[src/rtl/sfrp_pkg.sv]
package sfrp_pkg;

    // parse phases
    localparam logic [2:0] PH_HEADER  = 3'd0;
    localparam logic [2:0] PH_OFFSET  = 3'd1;
    localparam logic [2:0] PH_TYPE    = 3'd2;
    localparam logic [2:0] PH_LEN     = 3'd3;
    localparam logic [2:0] PH_LABEL   = 3'd4;
    localparam logic [2:0] PH_SKIP    = 3'd5;
    localparam logic [2:0] PH_SLD_FIX = 3'd6;
    localparam logic [2:0] PH_SLD_LEN = 3'd7;

    // record types
    localparam logic [7:0] TYP_CONST   = 8'h01;
    localparam logic [7:0] TYP_LABEL_A = 8'h02;
    localparam logic [7:0] TYP_LABEL_B = 8'h05;
    localparam logic [7:0] TYP_LABEL_C = 8'h06;
    localparam logic [7:0] TYP_SLD_A   = 8'h80;
    localparam logic [7:0] TYP_SLD_B   = 8'h8A;
    localparam logic [7:0] TYP_SKIP1   = 8'h82;
    localparam logic [7:0] TYP_SKIP2   = 8'h84;
    localparam logic [7:0] TYP_SKIP4   = 8'h86;
    localparam logic [7:0] TYP_SLD_VAR = 8'h88;

    // result kinds
    localparam logic [1:0] KIND_LABEL_BYTE = 2'd0;
    localparam logic [1:0] KIND_EMPTY      = 2'd1;
    localparam logic [1:0] KIND_HDR_ERR    = 2'd2;
    localparam logic [1:0] KIND_TYPE_ERR   = 2'd3;

    // configuration register indexes
    localparam logic [1:0] CFG_LOCAL_SIGN  = 2'd0;
    localparam logic [1:0] CFG_PROC_LOCALS = 2'd1;
    localparam logic [1:0] CFG_IGN_CONSTS  = 2'd2;

    localparam logic [7:0] LOCAL_SIGN_RST = 8'h40;
    localparam logic [7:0] HDR_LEN        = 8'd8;
    localparam logic [7:0] HDR_CHECKED    = 8'd4;
    localparam logic [7:0] OFS_LEN        = 8'd4;

    typedef struct packed {
        logic [1:0]  kind;
        logic [31:0] sym_offset;
        logic [7:0]  sym_type;
        logic [7:0]  label_byte;
        logic        first_byte;
        logic        last_byte;
        logic        is_local;
    } t_result;

    function automatic logic [7:0] magic_byte(input logic [1:0] idx);
        logic [7:0] v;
        case (idx)
            2'd0:    v = 8'h4D;
            2'd1:    v = 8'h4E;
            2'd2:    v = 8'h44;
            default: v = 8'h01;
        endcase
        return v;
    endfunction

endpackage

[src/rtl/symbol_file_record_parser_core.sv]
// Symbol file record parser.
// Input channel: one file byte per transfer on i_data_byte (i_valid / o_stall).
// Output channel: zero or one result per input byte (o_valid / i_stall): label
// characters with offset and type, empty-label symbols, and error codes.
// Configuration: i_cfg_wr_en writes i_cfg_data to register i_cfg_index
// (0 local sign, 1 process locals, 2 ignore constants); write only when idle.
// Each byte is decoded in the cycle it is accepted; its result goes to the
// output or, under i_stall, the skid register. One byte is taken every cycle
// while o_stall is low: the phase update and result build are a single small
// step on the byte and the state. A two-entry output stage (result register
// plus skid register) lets the parser keep taking bytes while a result waits;
// o_stall rises only once the skid register is occupied, and it is a plain
// register output. Reset clears the parser to the first header byte, drops
// pending results and restores register defaults. After a header or
// unknown-type error the block still accepts bytes but drops them until reset.
module symbol_file_record_parser_core (
    input  logic        i_clk,
    input  logic        i_rst_n,
    input  logic        i_cfg_wr_en,
    input  logic [1:0]  i_cfg_index,
    input  logic [7:0]  i_cfg_data,
    input  logic        i_valid,
    output logic        o_stall,
    input  logic [7:0]  i_data_byte,
    output logic        o_valid,
    input  logic        i_stall,
    output logic [1:0]  o_kind,
    output logic [31:0] o_sym_offset,
    output logic [7:0]  o_sym_type,
    output logic [7:0]  o_label_byte,
    output logic        o_first_byte,
    output logic        o_last_byte,
    output logic        o_is_local
);

    logic [7:0]  r_local_sign;
    logic        r_proc_locals;
    logic        r_ign_consts;

    logic [2:0]  r_phase,  n_phase;
    logic [7:0]  r_cnt,    n_cnt;
    logic [31:0] r_offset, n_offset;
    logic [7:0]  r_type,   n_type;
    logic        r_first,  n_first;
    logic        r_keep,   n_keep;
    logic        r_local,  n_local;
    logic        r_halted, n_halted;

    logic                 w_acc;
    logic                 w_res_valid;
    sfrp_pkg::t_result    w_res;
    logic [7:0]           w_cnt_dec;

    logic                 r_out_valid;
    sfrp_pkg::t_result    r_out;
    logic                 r_skid_valid;
    sfrp_pkg::t_result    r_skid;

    assign w_acc     = i_valid && !r_skid_valid;
    assign w_cnt_dec = r_cnt - 8'd1;

    always_ff @(posedge i_clk) begin
        if (!i_rst_n) begin
            r_local_sign  <= sfrp_pkg::LOCAL_SIGN_RST;
            r_proc_locals <= 1'b1;
            r_ign_consts  <= 1'b1;
        end else if (i_cfg_wr_en) begin
            case (i_cfg_index)
                sfrp_pkg::CFG_LOCAL_SIGN:  r_local_sign  <= i_cfg_data;
                sfrp_pkg::CFG_PROC_LOCALS: r_proc_locals <= i_cfg_data[0];
                sfrp_pkg::CFG_IGN_CONSTS:  r_ign_consts  <= i_cfg_data[0];
                default: ;
            endcase
        end
    end

    always_comb begin
        n_phase     = r_phase;
        n_cnt       = r_cnt;
        n_offset    = r_offset;
        n_type      = r_type;
        n_first     = r_first;
        n_keep      = r_keep;
        n_local     = r_local;
        n_halted    = r_halted;
        w_res_valid = 1'b0;
        w_res       = '0;

        if (w_acc && !r_halted) begin
            case (r_phase)
                sfrp_pkg::PH_HEADER: begin
                    if (r_cnt < sfrp_pkg::HDR_CHECKED &&
                        i_data_byte != sfrp_pkg::magic_byte(r_cnt[1:0])) begin
                        n_halted    = 1'b1;
                        w_res_valid = 1'b1;
                        w_res.kind  = sfrp_pkg::KIND_HDR_ERR;
                    end else if (r_cnt + 8'd1 >= sfrp_pkg::HDR_LEN) begin
                        n_cnt   = 8'd0;
                        n_phase = sfrp_pkg::PH_OFFSET;
                    end else begin
                        n_cnt = r_cnt + 8'd1;
                    end
                end
                sfrp_pkg::PH_OFFSET: begin
                    // little-endian: byte lane picked by the count
                    n_offset = ((r_cnt == 8'd0) ? 32'd0 : r_offset) |
                               ({24'd0, i_data_byte} << {r_cnt[1:0], 3'b000});
                    if (r_cnt + 8'd1 >= sfrp_pkg::OFS_LEN) begin
                        n_cnt   = 8'd0;
                        n_phase = sfrp_pkg::PH_TYPE;
                    end else begin
                        n_cnt = r_cnt + 8'd1;
                    end
                end
                sfrp_pkg::PH_TYPE: begin
                    n_type = i_data_byte;
                    n_cnt  = 8'd0;
                    case (i_data_byte)
                        sfrp_pkg::TYP_CONST, sfrp_pkg::TYP_LABEL_A,
                        sfrp_pkg::TYP_LABEL_B, sfrp_pkg::TYP_LABEL_C:
                            n_phase = sfrp_pkg::PH_LEN;
                        sfrp_pkg::TYP_SLD_A, sfrp_pkg::TYP_SLD_B:
                            n_phase = sfrp_pkg::PH_OFFSET;
                        sfrp_pkg::TYP_SKIP1: begin
                            n_cnt   = 8'd1;
                            n_phase = sfrp_pkg::PH_SKIP;
                        end
                        sfrp_pkg::TYP_SKIP2: begin
                            n_cnt   = 8'd2;
                            n_phase = sfrp_pkg::PH_SKIP;
                        end
                        sfrp_pkg::TYP_SKIP4: begin
                            n_cnt   = 8'd4;
                            n_phase = sfrp_pkg::PH_SKIP;
                        end
                        sfrp_pkg::TYP_SLD_VAR: begin
                            n_cnt   = 8'd4;
                            n_phase = sfrp_pkg::PH_SLD_FIX;
                        end
                        default: begin
                            n_halted         = 1'b1;
                            w_res_valid      = 1'b1;
                            w_res.kind       = sfrp_pkg::KIND_TYPE_ERR;
                            w_res.sym_offset = r_offset;
                            w_res.sym_type   = i_data_byte;
                        end
                    endcase
                end
                sfrp_pkg::PH_LEN: begin
                    n_keep = !(r_ign_consts && r_type == sfrp_pkg::TYP_CONST);
                    n_cnt  = i_data_byte;
                    if (i_data_byte == 8'd0) begin
                        // empty label: first character reads as zero
                        n_local = (r_local_sign == 8'd0);
                        if (!r_proc_locals && n_local) begin
                            n_keep = 1'b0;
                        end
                        n_phase          = sfrp_pkg::PH_OFFSET;
                        w_res_valid      = n_keep;
                        w_res.kind       = sfrp_pkg::KIND_EMPTY;
                        w_res.sym_offset = r_offset;
                        w_res.sym_type   = r_type;
                        w_res.first_byte = 1'b1;
                        w_res.last_byte  = 1'b1;
                        w_res.is_local   = n_local;
                    end else begin
                        n_phase = sfrp_pkg::PH_LABEL;
                        n_local = 1'b0;
                        n_first = 1'b1;
                    end
                end
                sfrp_pkg::PH_LABEL: begin
                    n_first = 1'b0;
                    if (r_first) begin
                        n_local = (i_data_byte == r_local_sign);
                        if (!r_proc_locals && n_local) begin
                            n_keep = 1'b0;
                        end
                    end
                    n_cnt = w_cnt_dec;
                    if (w_cnt_dec == 8'd0) begin
                        n_phase = sfrp_pkg::PH_OFFSET;
                    end
                    w_res_valid      = n_keep;
                    w_res.kind       = sfrp_pkg::KIND_LABEL_BYTE;
                    w_res.sym_offset = r_offset;
                    w_res.sym_type   = r_type;
                    w_res.label_byte = i_data_byte;
                    w_res.first_byte = r_first;
                    w_res.last_byte  = (w_cnt_dec == 8'd0);
                    w_res.is_local   = n_local;
                end
                sfrp_pkg::PH_SKIP: begin
                    n_cnt = w_cnt_dec;
                    if (w_cnt_dec == 8'd0) begin
                        n_phase = sfrp_pkg::PH_OFFSET;
                    end
                end
                sfrp_pkg::PH_SLD_FIX: begin
                    n_cnt = w_cnt_dec;
                    if (w_cnt_dec == 8'd0) begin
                        n_phase = sfrp_pkg::PH_SLD_LEN;
                    end
                end
                sfrp_pkg::PH_SLD_LEN: begin
                    n_cnt   = i_data_byte;
                    n_phase = (i_data_byte == 8'd0) ? sfrp_pkg::PH_OFFSET
                                                    : sfrp_pkg::PH_SKIP;
                end
                default: begin
                    n_phase = sfrp_pkg::PH_OFFSET;
                    n_cnt   = 8'd0;
                end
            endcase
        end
    end

    always_ff @(posedge i_clk) begin
        if (!i_rst_n) begin
            r_phase  <= sfrp_pkg::PH_HEADER;
            r_cnt    <= 8'd0;
            r_offset <= 32'd0;
            r_type   <= 8'd0;
            r_first  <= 1'b0;
            r_keep   <= 1'b0;
            r_local  <= 1'b0;
            r_halted <= 1'b0;
        end else begin
            r_phase  <= n_phase;
            r_cnt    <= n_cnt;
            r_offset <= n_offset;
            r_type   <= n_type;
            r_first  <= n_first;
            r_keep   <= n_keep;
            r_local  <= n_local;
            r_halted <= n_halted;
        end
    end

    // output register with skid stage
    always_ff @(posedge i_clk) begin
        if (!i_rst_n) begin
            r_out_valid  <= 1'b0;
            r_skid_valid <= 1'b0;
        end else if (w_res_valid) begin
            if (r_out_valid && i_stall) begin
                r_skid_valid <= 1'b1;
            end else begin
                r_out_valid <= 1'b1;
            end
        end else if (r_out_valid && !i_stall) begin
            r_out_valid  <= r_skid_valid;
            r_skid_valid <= 1'b0;
        end
    end

    always_ff @(posedge i_clk) begin
        if (w_res_valid) begin
            if (r_out_valid && i_stall) begin
                r_skid <= w_res;
            end else begin
                r_out <= w_res;
            end
        end else if (r_out_valid && !i_stall && r_skid_valid) begin
            r_out <= r_skid;
        end
    end

    assign o_stall      = r_skid_valid;
    assign o_valid      = r_out_valid;
    assign o_kind       = r_out.kind;
    assign o_sym_offset = r_out.sym_offset;
    assign o_sym_type   = r_out.sym_type;
    assign o_label_byte = r_out.label_byte;
    assign o_first_byte = r_out.first_byte;
    assign o_last_byte  = r_out.last_byte;
    assign o_is_local   = r_out.is_local;

    a_halt_sticky: assert property (@(posedge i_clk) disable iff (!i_rst_n)
        r_halted |=> r_halted)
        else $error("halt state cleared without reset");

    a_skid_needs_out: assert property (@(posedge i_clk) disable iff (!i_rst_n)
        r_skid_valid |-> r_out_valid)
        else $error("skid register holds a result while output register is empty");

    a_label_count: assert property (@(posedge i_clk) disable iff (!i_rst_n)
        (r_phase == sfrp_pkg::PH_LABEL) |-> (r_cnt != 8'd0))
        else $error("label phase entered with zero count");

    a_error_halts: assert property (@(posedge i_clk) disable iff (!i_rst_n)
        (w_res_valid && (w_res.kind == sfrp_pkg::KIND_HDR_ERR ||
                         w_res.kind == sfrp_pkg::KIND_TYPE_ERR)) |=> r_halted)
        else $error("error result did not halt the parser");

    a_no_result_halted: assert property (@(posedge i_clk) disable iff (!i_rst_n)
        r_halted |-> !w_res_valid)
        else $error("result produced while halted");

endmodule
[config.mk]
export PLATFORM = sky130hd
export DESIGN_NAME = symbol_file_record_parser_core
export DESIGN_NICKNAME = d
export VERILOG_FILES = /design/src/rtl/sfrp_pkg.sv /design/src/rtl/symbol_file_record_parser_core.sv
export SDC_FILE = /design/constraint.sdc
export NUM_CORES = 1
export LEC_CHECK = 0
export BUFFER_PORTS_ARGS = -buffer_cell sky130_fd_sc_hd__buf_2
export CAP_MARGIN = 30
export CORE_MARGIN = 2
export CORE_UTILIZATION = 40
export CTS_CLUSTER_DIAMETER = 150
export CTS_CLUSTER_SIZE = 25
export DETAILED_ROUTE_END_ITERATION = 6
export HOLD_SLACK_MARGIN = 0.02
export PLACE_DENSITY = 0.56
export SLEW_MARGIN = 20
export SYNTH_ARGS = -nofsm -noshare
export SYNTH_HDL_FRONTEND = slang
export SYNTH_SLANG_ARGS = --single-unit
[constraint.sdc]
create_clock -name i_clk -period 18.9 [get_ports i_clk]
set_input_delay 3.78 -clock i_clk [delete_from_list [all_inputs] [get_ports i_clk]]
set_output_delay 3.78 -clock i_clk [all_outputs]
set_load 0.005 [all_outputs]
==> flow_summary.html, run 1 <==
<table>
<tr><th>Metric</th><th>Value</th></tr>
<tr><th colspan="2">Status</th></tr>
<tr><td>Run status</td><td>complete, no violations</td></tr>
<tr><th colspan="2">STA</th></tr>
<tr><td>Final setup violation count</td><td>0</td></tr>
<tr><td>Final Hold Vio Count</td><td>0</td></tr>
<tr><td>Min Tclk post-route</td><td>6.765 ns</td></tr>
<tr><td>Fraction of the cycle the final worst path needs</td><td>35.79%</td></tr>
<tr><td>Headroom to the max-slew limit</td><td>34.77%</td></tr>
<tr><td>Slew @ Worst Pin</td><td>0.9709 ns</td></tr>
<tr><td>Worst setup skew after layout</td><td>0.01137 ns</td></tr>
<tr><td>Highest Clock Rate</td><td>147.8 MHz</td></tr>
<tr><td>Total count of max-transition violations in the final report</td><td>0</td></tr>
<tr><td>RSZ-0062 raised after global routing</td><td>false</td></tr>
<tr><td>Setup_tns</td><td>0 ns</td></tr>
<tr><th colspan="2">Power and ir drop</th></tr>
<tr><td>Total power consumption of the routed design</td><td>1254 µW</td></tr>
<tr><td>Leak pwr</td><td>0.003244 µW</td></tr>
<tr><td>Maximum ir drop on the vdd rail</td><td>0.07303 mV</td></tr>
<tr><td>Power per Cell Area</td><td>138.4 mW/mm²</td></tr>
<tr><th colspan="2">Run</th></tr>
<tr><td># Max-Cap Violations</td><td>0</td></tr>
<tr><th colspan="2">Final layout</th></tr>
<tr><td>Commonest non-fill, non-tap cells in the layout</td><td>sky130_fd_sc_hd__edfxtp_1 (106), sky130_fd_sc_hd__buf_2 (79), sky130_fd_sc_hd__dfxtp_1 (67), sky130_fd_sc_hd__nor2b_1 (45), sky130_fd_sc_hd__a22oi_1 (43)</td></tr>
<tr><td>Most frequent standard cell in the layout excluding fill and tap cells</td><td>sky130_fd_sc_hd__edfxtp_1</td></tr>
<tr><td>Post-layout net count</td><td>735</td></tr>
<tr><td>Synth-to-Final Area Change</td><td>15.03%</td></tr>
<tr><td>Number of antenna diodes</td><td>0</td></tr>
<tr><td>Fraction of final layout cells with drive strength greater than 1</td><td>25.10%</td></tr>
<tr><td>Post-route cell area</td><td>0.009060 mm²</td></tr>
<tr><th colspan="2">Logic synthesis</th></tr>
<tr><td>Synthesized area per cell</td><td>12.12 µm²</td></tr>
<tr><td>Top cells by area in the synthesized netlist</td><td>sky130_fd_sc_hd__edfxtp_1 (40%), sky130_fd_sc_hd__dfxtp_1 (17%), sky130_fd_sc_hd__mux2_4 (4.8%), sky130_fd_sc_hd__a22oi_1 (4.1%), sky130_fd_sc_hd__mux2_2 (3.9%)</td></tr>
<tr><td>Number of library cell types mapped by synthesis</td><td>61</td></tr>
<tr><td>Cell area after synthesis</td><td>0.007876 mm²</td></tr>
<tr><td>Share of the synthesized area in the top cell type</td><td>40.41%</td></tr>
<tr><td>Synth Flop Type</td><td>sky130_fd_sc_hd__edfxtp_1</td></tr>
<tr><td>Proportion of synthesized chip area in sequential cells</td><td>57.44%</td></tr>
<tr><td>Synthesis-stage register bit count</td><td>173</td></tr>
<tr><td>Share of synthesized flip-flops with an asynchronous set or reset</td><td>0%</td></tr>
<tr><td>Warnings from Yosys</td><td>0</td></tr>
<tr><td>Number of synthesized flops with an enable pin</td><td>106</td></tr>
<tr><td>Number of instances in the synthesized netlist</td><td>650</td></tr>
<tr><td>Cell type with the highest aggregate area in the netlist</td><td>sky130_fd_sc_hd__edfxtp_1</td></tr>
<tr><td>Nets in the synthesized netlist</td><td>677</td></tr>
<tr><th colspan="2">Clocking</th></tr>
<tr><td>Clock latency of the later-clocked register in the worst-skew pair</td><td>0.43 ns</td></tr>
<tr><td>Number of CTS-inserted buffers</td><td>17</td></tr>
<tr><td>Post-cts hold buffer count</td><td>0</td></tr>
<tr><td>CTS root buf</td><td>sky130_fd_sc_hd__clkbuf_16</td></tr>
<tr><td>Number of sinks on the clock net</td><td>173</td></tr>
<tr><td>Clock tree from TritonCTS</td><td>done</td></tr>
<tr><td>Maximum buffer depth of the clock tree</td><td>2</td></tr>
<tr><td>Post-CTS Setup Repair Bufs</td><td>0</td></tr>
<tr><td>PostCTS Resize Cnt</td><td>0</td></tr>
<tr><td>Clock transition at path regs</td><td>0.06 ns</td></tr>
<tr><td>H-Tree Level Count</td><td>4</td></tr>
<tr><th colspan="2">Placement</th></tr>
<tr><td>Routability-driven placement congestion ratio</td><td>0.9181</td></tr>
<tr><td>DP HPWL</td><td>11000 µm</td></tr>
<tr><td>Post-detailed-placement cell area</td><td>0.008429 mm²</td></tr>
<tr><td>IO Port Bufs</td><td>77</td></tr>
<tr><th colspan="2">Critical path</th></tr>
<tr><td>Worst setup slack for register-to-register paths</td><td>15.09 ns</td></tr>
<tr><td>Kind of critical path</td><td>input port to register</td></tr>
<tr><td>Startpoint Class</td><td>input port</td></tr>
<tr><td>Origin of the critical flop-to-flop path</td><td>r_phase[2]</td></tr>
<tr><td>CP Data Arrival Time</td><td>6.82 ns</td></tr>
<tr><td>Largest fanout of any net on the critical path</td><td>57</td></tr>
<tr><td>Worst R2R End</td><td>r_skid[14]</td></tr>
<tr><td>Number of cells on the worst reg-to-reg path</td><td>8</td></tr>
<tr><td>Required time at the worst-slack endpoint</td><td>18.96 ns</td></tr>
<tr><td>Sort of element at the end of the critical path</td><td>register</td></tr>
<tr><th colspan="2">Floorplan</th></tr>
<tr><td>Vert. Die Dim</td><td>144.3 µm</td></tr>
<tr><td>Initial core utilization</td><td>40.60%</td></tr>
<tr><td>Number of standard-cell rows in the floorplan</td><td>51</td></tr>
<tr><td>Area of the die</td><td>0.02083 mm²</td></tr>
<tr><td>Number of ports placed on the die boundary</td><td>78</td></tr>
<tr><td>Area of the placeable core</td><td>0.01940 mm²</td></tr>
<tr><td>Die extent in x</td><td>144.3 µm</td></tr>
<tr><th colspan="2">Route</th></tr>
<tr><td>Detailed-route via count</td><td>5196</td></tr>
<tr><td>Antenna violation net count after detailed routing</td><td>0</td></tr>
<tr><td># DRC</td><td>0</td></tr>
<tr><td>Drt initial violations</td><td>497</td></tr>
<tr><td>Detail-routed via count per cell</td><td>5.270</td></tr>
<tr><td>WL final</td><td>16510 µm</td></tr>
<tr><td>Drt pass-1 iters</td><td>5</td></tr>
<tr><td>Routed wirelength normalized by instance count</td><td>16.74 µm</td></tr>
<tr><th colspan="2">Global routing</th></tr>
<tr><td>Antenna violations before repair</td><td>0</td></tr>
<tr><td>Global-route total usage across every layer</td><td>16.33%</td></tr>
<tr><td>Number of global-route vias before repair</td><td>5024</td></tr>
<tr><td>First-pass GRT wire length</td><td>26240 µm</td></tr>
<tr><td>GR Overflow Total</td><td>0</td></tr>
<tr><td>Pin count of the biggest net entering global routing</td><td>70</td></tr>
<tr><th colspan="2">Hold path</th></tr>
<tr><td>Hold worst-path end</td><td>r_halted</td></tr>
<tr><td>Worst hold path type</td><td>register to register</td></tr>
<tr><td>WHS Path Cells</td><td>1</td></tr>
<tr><td>Startpoint of the most critical hold path</td><td>r_halted</td></tr>
</table>
-- worst max-delay path, stage by stage --
cell and delay (ns):
sky130_fd_sc_hd__buf_2 0.21, sky130_fd_sc_hd__nor4_4 0.48, sky130_fd_sc_hd__nand4b_2 0.30, sky130_fd_sc_hd__nor3b_1 0.27, sky130_fd_sc_hd__nor2_1 0.11, sky130_fd_sc_hd__a21oi_4 0.15
sky130_fd_sc_hd__buf_4 0.63, sky130_fd_sc_hd__and3_2 0.28, sky130_fd_sc_hd__buf_4 0.51
-- synthesized netlist by cell type (all sizes together), types with 2 or more instances --
master	instances
edfxtp	106
dfxtp	67
mux2	52
nor2b	45
a22oi	43
nand2	38
and2	37
clkbuf	28
nor2	26
buf	19
a21oi	17
nor3	15
nand3	14
nor4	12
mux2i	11
o21ai	11
xor2	11
and3	10
a21boi	9
inv	8
nand3b	6
a31oi	5
nand2b	5
nor3b	5
o21a	5
ha	4
o211a	4
or4	4
xnor2	4
nor4b	3
a32oi	2
nand4	2
o211ai	2
o22ai	2
o31ai	2
or3	2
-- how the worst max path moves through the flow --
stage / from / endpoint / slack (ns) / cells after the start
after detailed placement: i_data_byte[4] / r_skid[14] / 11.64 / 9
final: i_data_byte[4] / r_skid[14] / 12.14 / 9
after global routing: i_data_byte[0] / r_skid[14] / 11.84 / 9
after global placement: i_data_byte[4] / r_skid[15] / 11.75 / 9
after floorplan: i_data_byte[1] / o_first_byte / 10.32 / 9
after CTS: i_data_byte[4] / r_skid[20] / 12.07 / 9
-- report_power, final --
part	total [µW]	switching (µW)	internal (µW)	leakage, µW
Sequential	524	30.8	493	0.00148
Clock	362	141	221	0.000312
Combinational	368	191	177	0.00145
-- per-layer routing --
| layer | wire (µm) | vias up | track usage (%) |
|---|---|---|---|
| met3 | 970 | 28 | 4.238 |
| met4 | 328 | 0 | 6.592 |
| met2 | 7663 | 163 | 25.92 |
| met5 | 0 | - | 0 |
| met1 | 7544 | 2494 | 21.35 |
| li1 | - | 2511 | - |
-- cells by family after synthesis --
kind of cell / count (synthesis) / share of synthesized area [%]
AOI/OAI and AO/OA: 114 / 10.58
xor gates and xnor gates: 15 / 1.668
and+or+nand+nor: 226 / 16.28
adders and majority gates: 4 / 0.6355
buffers and inverters: 55 / 3.368
muxes: 63 / 10.02
DFF: 173 / 57.44
-- layout make-up --
cell class              instances  area, µm²
flip-flops and latches        173       4524
clock inverters                 8      98.84
fillers                      1801      10340
inverters                       8      30.03
clock buffers                  24      521.8
multi-input cells             422       3105
repair buffers                 86      447.9
well taps                     265      331.6
-- per-stage QoR --
step | util [%] | hold WS (ns) | cells | setup slack (ns)
after floorplan | - | 0.4415 | 650 | 10.32
after global placement | 43.45 | 0.4530 | 952 | 11.75
after detailed placement | 43.45 | 0.4567 | 952 | 11.64
after CTS | 46.65 | 0.4699 | 984 | 12.07
after global routing | 46.70 | 0.4777 | 986 | 11.84
final | 46.70 | 0.4669 | 986 | 12.14
-- registers in the layout, indices dropped and copies added (netlist names), 8 cells and up --
name,flops
r_offset,32
r_skid,53
r_cnt,8
r_local_sign,8
o_sym_type,8
r_type,8
o_label_byte,8
o_sym_offset,32
(Power assumes the default switching activity.)
==> inputs of run 2 (changes only) <==
clock period = 6.38 ns   (was 18.9 ns; I/O delays follow)
==> run 2 against run 1 <==
Highest routed layer unchanged. Cell area is 0.77% higher. First-iteration DRC count rose by 12%. Power grew to 3.1 times the previous value. Critical path type unchanged. Sequential power increased to 3.0 times the previous value. Critical endpoint is now r_skid[36]. Global-route usage rose by 0.57 points.
==> flow_summary.html, run 2 (synthesized netlist as in run 1, its figures left out) <==
<table>
<tr><th>Metric</th><th>Value</th></tr>
<tr><th colspan="2">Status</th></tr>
<tr><td>Run status</td><td>complete, no violations</td></tr>
<tr><th colspan="2">Power and ir drop</th></tr>
<tr><td>Leak pwr</td><td>0.003247 µW (about the same)</td></tr>
<tr><td>Maximum ir drop on the vdd rail</td><td>0.2039 mV (+180%)</td></tr>
<tr><td>Power per Cell Area</td><td>421.5 mW/mm² (+200%)</td></tr>
<tr><th colspan="2">Final layout</th></tr>
<tr><td>Combined area of the multi-input logic cells</td><td>0.003105 mm² (unchanged)</td></tr>
<tr><td>Largest register by flop count</td><td>r_skid</td></tr>
<tr><td>Most frequent standard cell in the layout excluding fill and tap cells</td><td>sky130_fd_sc_hd__edfxtp_1</td></tr>
<tr><td>Non-filler cells in the finished layout</td><td>986 (unchanged)</td></tr>
<tr><td>Fraction of the core area covered by cells at the end of the flow</td><td>47.07% (+0.36 points)</td></tr>
<tr><td>Post-route cell area</td><td>0.009130 mm² (+0.77%)</td></tr>
<tr><td>Commonest non-fill, non-tap cells in the layout</td><td>sky130_fd_sc_hd__edfxtp_1 (106), sky130_fd_sc_hd__buf_2 (78), sky130_fd_sc_hd__dfxtp_1 (67), sky130_fd_sc_hd__nor2b_1 (45), sky130_fd_sc_hd__a22oi_1 (43)</td></tr>
<tr><td>Synth-to-Final Area Change</td><td>15.92%</td></tr>
<tr><td>Number of antenna diodes</td><td>0 (unchanged)</td></tr>
<tr><td>Post-layout net count</td><td>735 (unchanged)</td></tr>
<tr><td>Fillers</td><td>1771 (-1.7%)</td></tr>
<tr><td>Flip-flop and latch area</td><td>0.004524 mm² (unchanged)</td></tr>
<tr><td>Largest register FFs</td><td>53 (unchanged)</td></tr>
<tr><td>Fraction of final layout cells with drive strength greater than 1</td><td>24.97% (-0.14 points)</td></tr>
<tr><th colspan="2">Critical path</th></tr>
<tr><td>Required time at the worst-slack endpoint</td><td>6.48 ns (-12.48 ns)</td></tr>
<tr><td>Sort of element at the end of the critical path</td><td>register</td></tr>
<tr><td>Largest fanout of any net on the critical path</td><td>30 (-47%)</td></tr>
<tr><td>CP Data Arrival Time</td><td>4.11 ns (-2.71 ns)</td></tr>
<tr><td>Startpoint Class</td><td>input port</td></tr>
<tr><td>Worst setup slack for register-to-register paths</td><td>2.82 ns (-12.27 ns)</td></tr>
<tr><td>Kind of critical path</td><td>input port to register</td></tr>
<tr><th colspan="2">Clocking</th></tr>
<tr><td>CTS root buf</td><td>sky130_fd_sc_hd__clkbuf_16</td></tr>
<tr><td>Post-CTS Setup Repair Bufs</td><td>0 (unchanged)</td></tr>
<tr><td>Clock transition at path regs</td><td>0.07 ns (about the same)</td></tr>
<tr><td>H-Tree Level Count</td><td>4 (unchanged)</td></tr>
<tr><td>Post-cts hold buffer count</td><td>0 (unchanged)</td></tr>
<tr><td>Clock latency of the later-clocked register in the worst-skew pair</td><td>0.43 ns (about the same)</td></tr>
<tr><td>PostCTS Resize Cnt</td><td>0 (unchanged)</td></tr>
<tr><td>Maximum buffer depth of the clock tree</td><td>2 (unchanged)</td></tr>
<tr><td>Number of sinks on the clock net</td><td>173 (unchanged)</td></tr>
<tr><td>Number of CTS-inserted buffers</td><td>17 (unchanged)</td></tr>
<tr><td>Clock tree from TritonCTS</td><td>done</td></tr>
<tr><th colspan="2">Floorplan</th></tr>
<tr><td>Number of standard-cell rows in the floorplan</td><td>51 (unchanged)</td></tr>
<tr><td>Area of the die</td><td>0.02083 mm² (unchanged)</td></tr>
<tr><td>Vert. Die Dim</td><td>144.3 µm (unchanged)</td></tr>
<tr><td>Number of ports placed on the die boundary</td><td>78 (unchanged)</td></tr>
<tr><td>Area of the placeable core</td><td>0.01940 mm² (unchanged)</td></tr>
<tr><td>Die extent in x</td><td>144.3 µm (unchanged)</td></tr>
<tr><td>Initial core utilization</td><td>40.60% (unchanged)</td></tr>
<tr><th colspan="2">STA</th></tr>
<tr><td>Min Tclk post-route</td><td>4.010 ns</td></tr>
<tr><td>Setup_tns</td><td>0 ns (unchanged)</td></tr>
<tr><td>Worst setup skew after layout</td><td>0.01058 ns (-0.0007892 ns)</td></tr>
<tr><td>Fraction of the cycle the final worst path needs</td><td>62.85%</td></tr>
<tr><td>Total count of max-transition violations in the final report</td><td>0 (unchanged)</td></tr>
<tr><td>Headroom to the max-slew limit</td><td>35.02% (+0.24 points)</td></tr>
<tr><td>Highest Clock Rate</td><td>249.4 MHz</td></tr>
<tr><td>Slew @ Worst Pin</td><td>0.9673 ns (-0.003596 ns)</td></tr>
<tr><td>RSZ-0062 raised after global routing</td><td>false</td></tr>
<tr><td>Final Hold Vio Count</td><td>0 (unchanged)</td></tr>
<tr><td>Final setup violation count</td><td>0 (unchanged)</td></tr>
<tr><td>Tightest hold margin</td><td>0.4850 ns (+0.01815 ns)</td></tr>
<tr><th colspan="2">Placement</th></tr>
<tr><td>Routability-driven placement congestion ratio</td><td>0.9278 (+1.1%)</td></tr>
<tr><td>DP HPWL</td><td>11450 µm (+4.1%)</td></tr>
<tr><td>IO Port Bufs</td><td>77 (unchanged)</td></tr>
<tr><td>Instance count after placement with tap cells included</td><td>952 (unchanged)</td></tr>
<tr><td>Post-detailed-placement cell area</td><td>0.008429 mm² (unchanged)</td></tr>
<tr><th colspan="2">Route</th></tr>
<tr><td>Drt initial violations</td><td>555 (+12%)</td></tr>
<tr><td>Detail-routed via count per cell</td><td>5.254 (-0.31%)</td></tr>
<tr><td># DRC</td><td>0 (unchanged)</td></tr>
<tr><td>Antenna violation net count after detailed routing</td><td>0 (unchanged)</td></tr>
<tr><td>WL final</td><td>17030 µm (+3.2%)</td></tr>
<tr><td>Detailed-route via count</td><td>5180 (-0.31%)</td></tr>
<tr><td>Routed wirelength normalized by instance count</td><td>17.27 µm (+3.2%)</td></tr>
<tr><td>Drt pass-1 iters</td><td>6 (+1)</td></tr>
<tr><th colspan="2">Global routing</th></tr>
<tr><td>GR Overflow Total</td><td>0 (unchanged)</td></tr>
<tr><td>Number of global-route vias before repair</td><td>5045 (+0.42%)</td></tr>
<tr><td>Antenna violations before repair</td><td>0 (unchanged)</td></tr>
<tr><td>Global-route total usage across every layer</td><td>16.90% (+0.57 points)</td></tr>
<tr><td>Pin count of the biggest net entering global routing</td><td>70 (unchanged)</td></tr>
<tr><td>First-pass GRT wire length</td><td>27270 µm (+3.9%)</td></tr>
<tr><th colspan="2">Hold path</th></tr>
<tr><td>Worst hold path type</td><td>register to register</td></tr>
<tr><th colspan="2">Run</th></tr>
<tr><td># Max-Cap Violations</td><td>0 (unchanged)</td></tr>
</table>
## run 2: final timing paths
| kind | from | end | cells after the start |
|---|---|---|---|
| setup reg to reg | r_phase[2] | r_skid[36] | 7 |
| setup / recovery | i_data_byte[4] | r_skid[36] | 8 |
| hold / removal | r_type[3] | r_type[3] | 2 |
| hold reg to reg | r_type[3] | r_type[3] | 2 |
## run 2: where the power goes
group / leakage (µW) / switching, µW / internal (µW) / total, µW
Combinational: 0.00146 / 580 / 547 / 1130
Clock: 0.000308 / 434 / 736 / 1170
Sequential: 0.00148 / 93.8 / 1460 / 1550
## run 2: routing by layer
metal	vias up	GRT usage (%)	part of all wire [%]
met4	0	5.774	1.2
met5	-	0	0
met3	21	3.344	4.8
met1	2495	22.15	46
li1	2520	-	-
met2	144	28.06	48
## run 2: cell type report
type	count	area share, %
Inverter	8	0.3289
Clock buffer	18	4.701
Clock inverter	14	2.618
Multi-Input combinational cell	422	34.01
Sequential cell	173	49.55
Tap cell	265	3.632
Timing Repair Buffer	86	5.153
## run 2: worst max-delay path, cell delays in order
cell and delay [ns]:
sky130_fd_sc_hd__buf_2 0.22, sky130_fd_sc_hd__nor4_4 0.49, sky130_fd_sc_hd__nand4b_2 0.32, sky130_fd_sc_hd__nor3b_1 0.28, sky130_fd_sc_hd__nor2_1 0.10, sky130_fd_sc_hd__a21oi_4 0.26, sky130_fd_sc_hd__and3_2 0.71, sky130_fd_sc_hd__buf_4 0.43
## run 2: stage by stage
step | worst slack [ns] | total power (µW)
after global routing | 2.188 | 4052
after floorplan | 0.2994 | 2437
after detailed placement | 1.843 | 2695
after CTS | 2.262 | 3870
final | 2.370 | 3848
after global placement | 2.004 | 2674
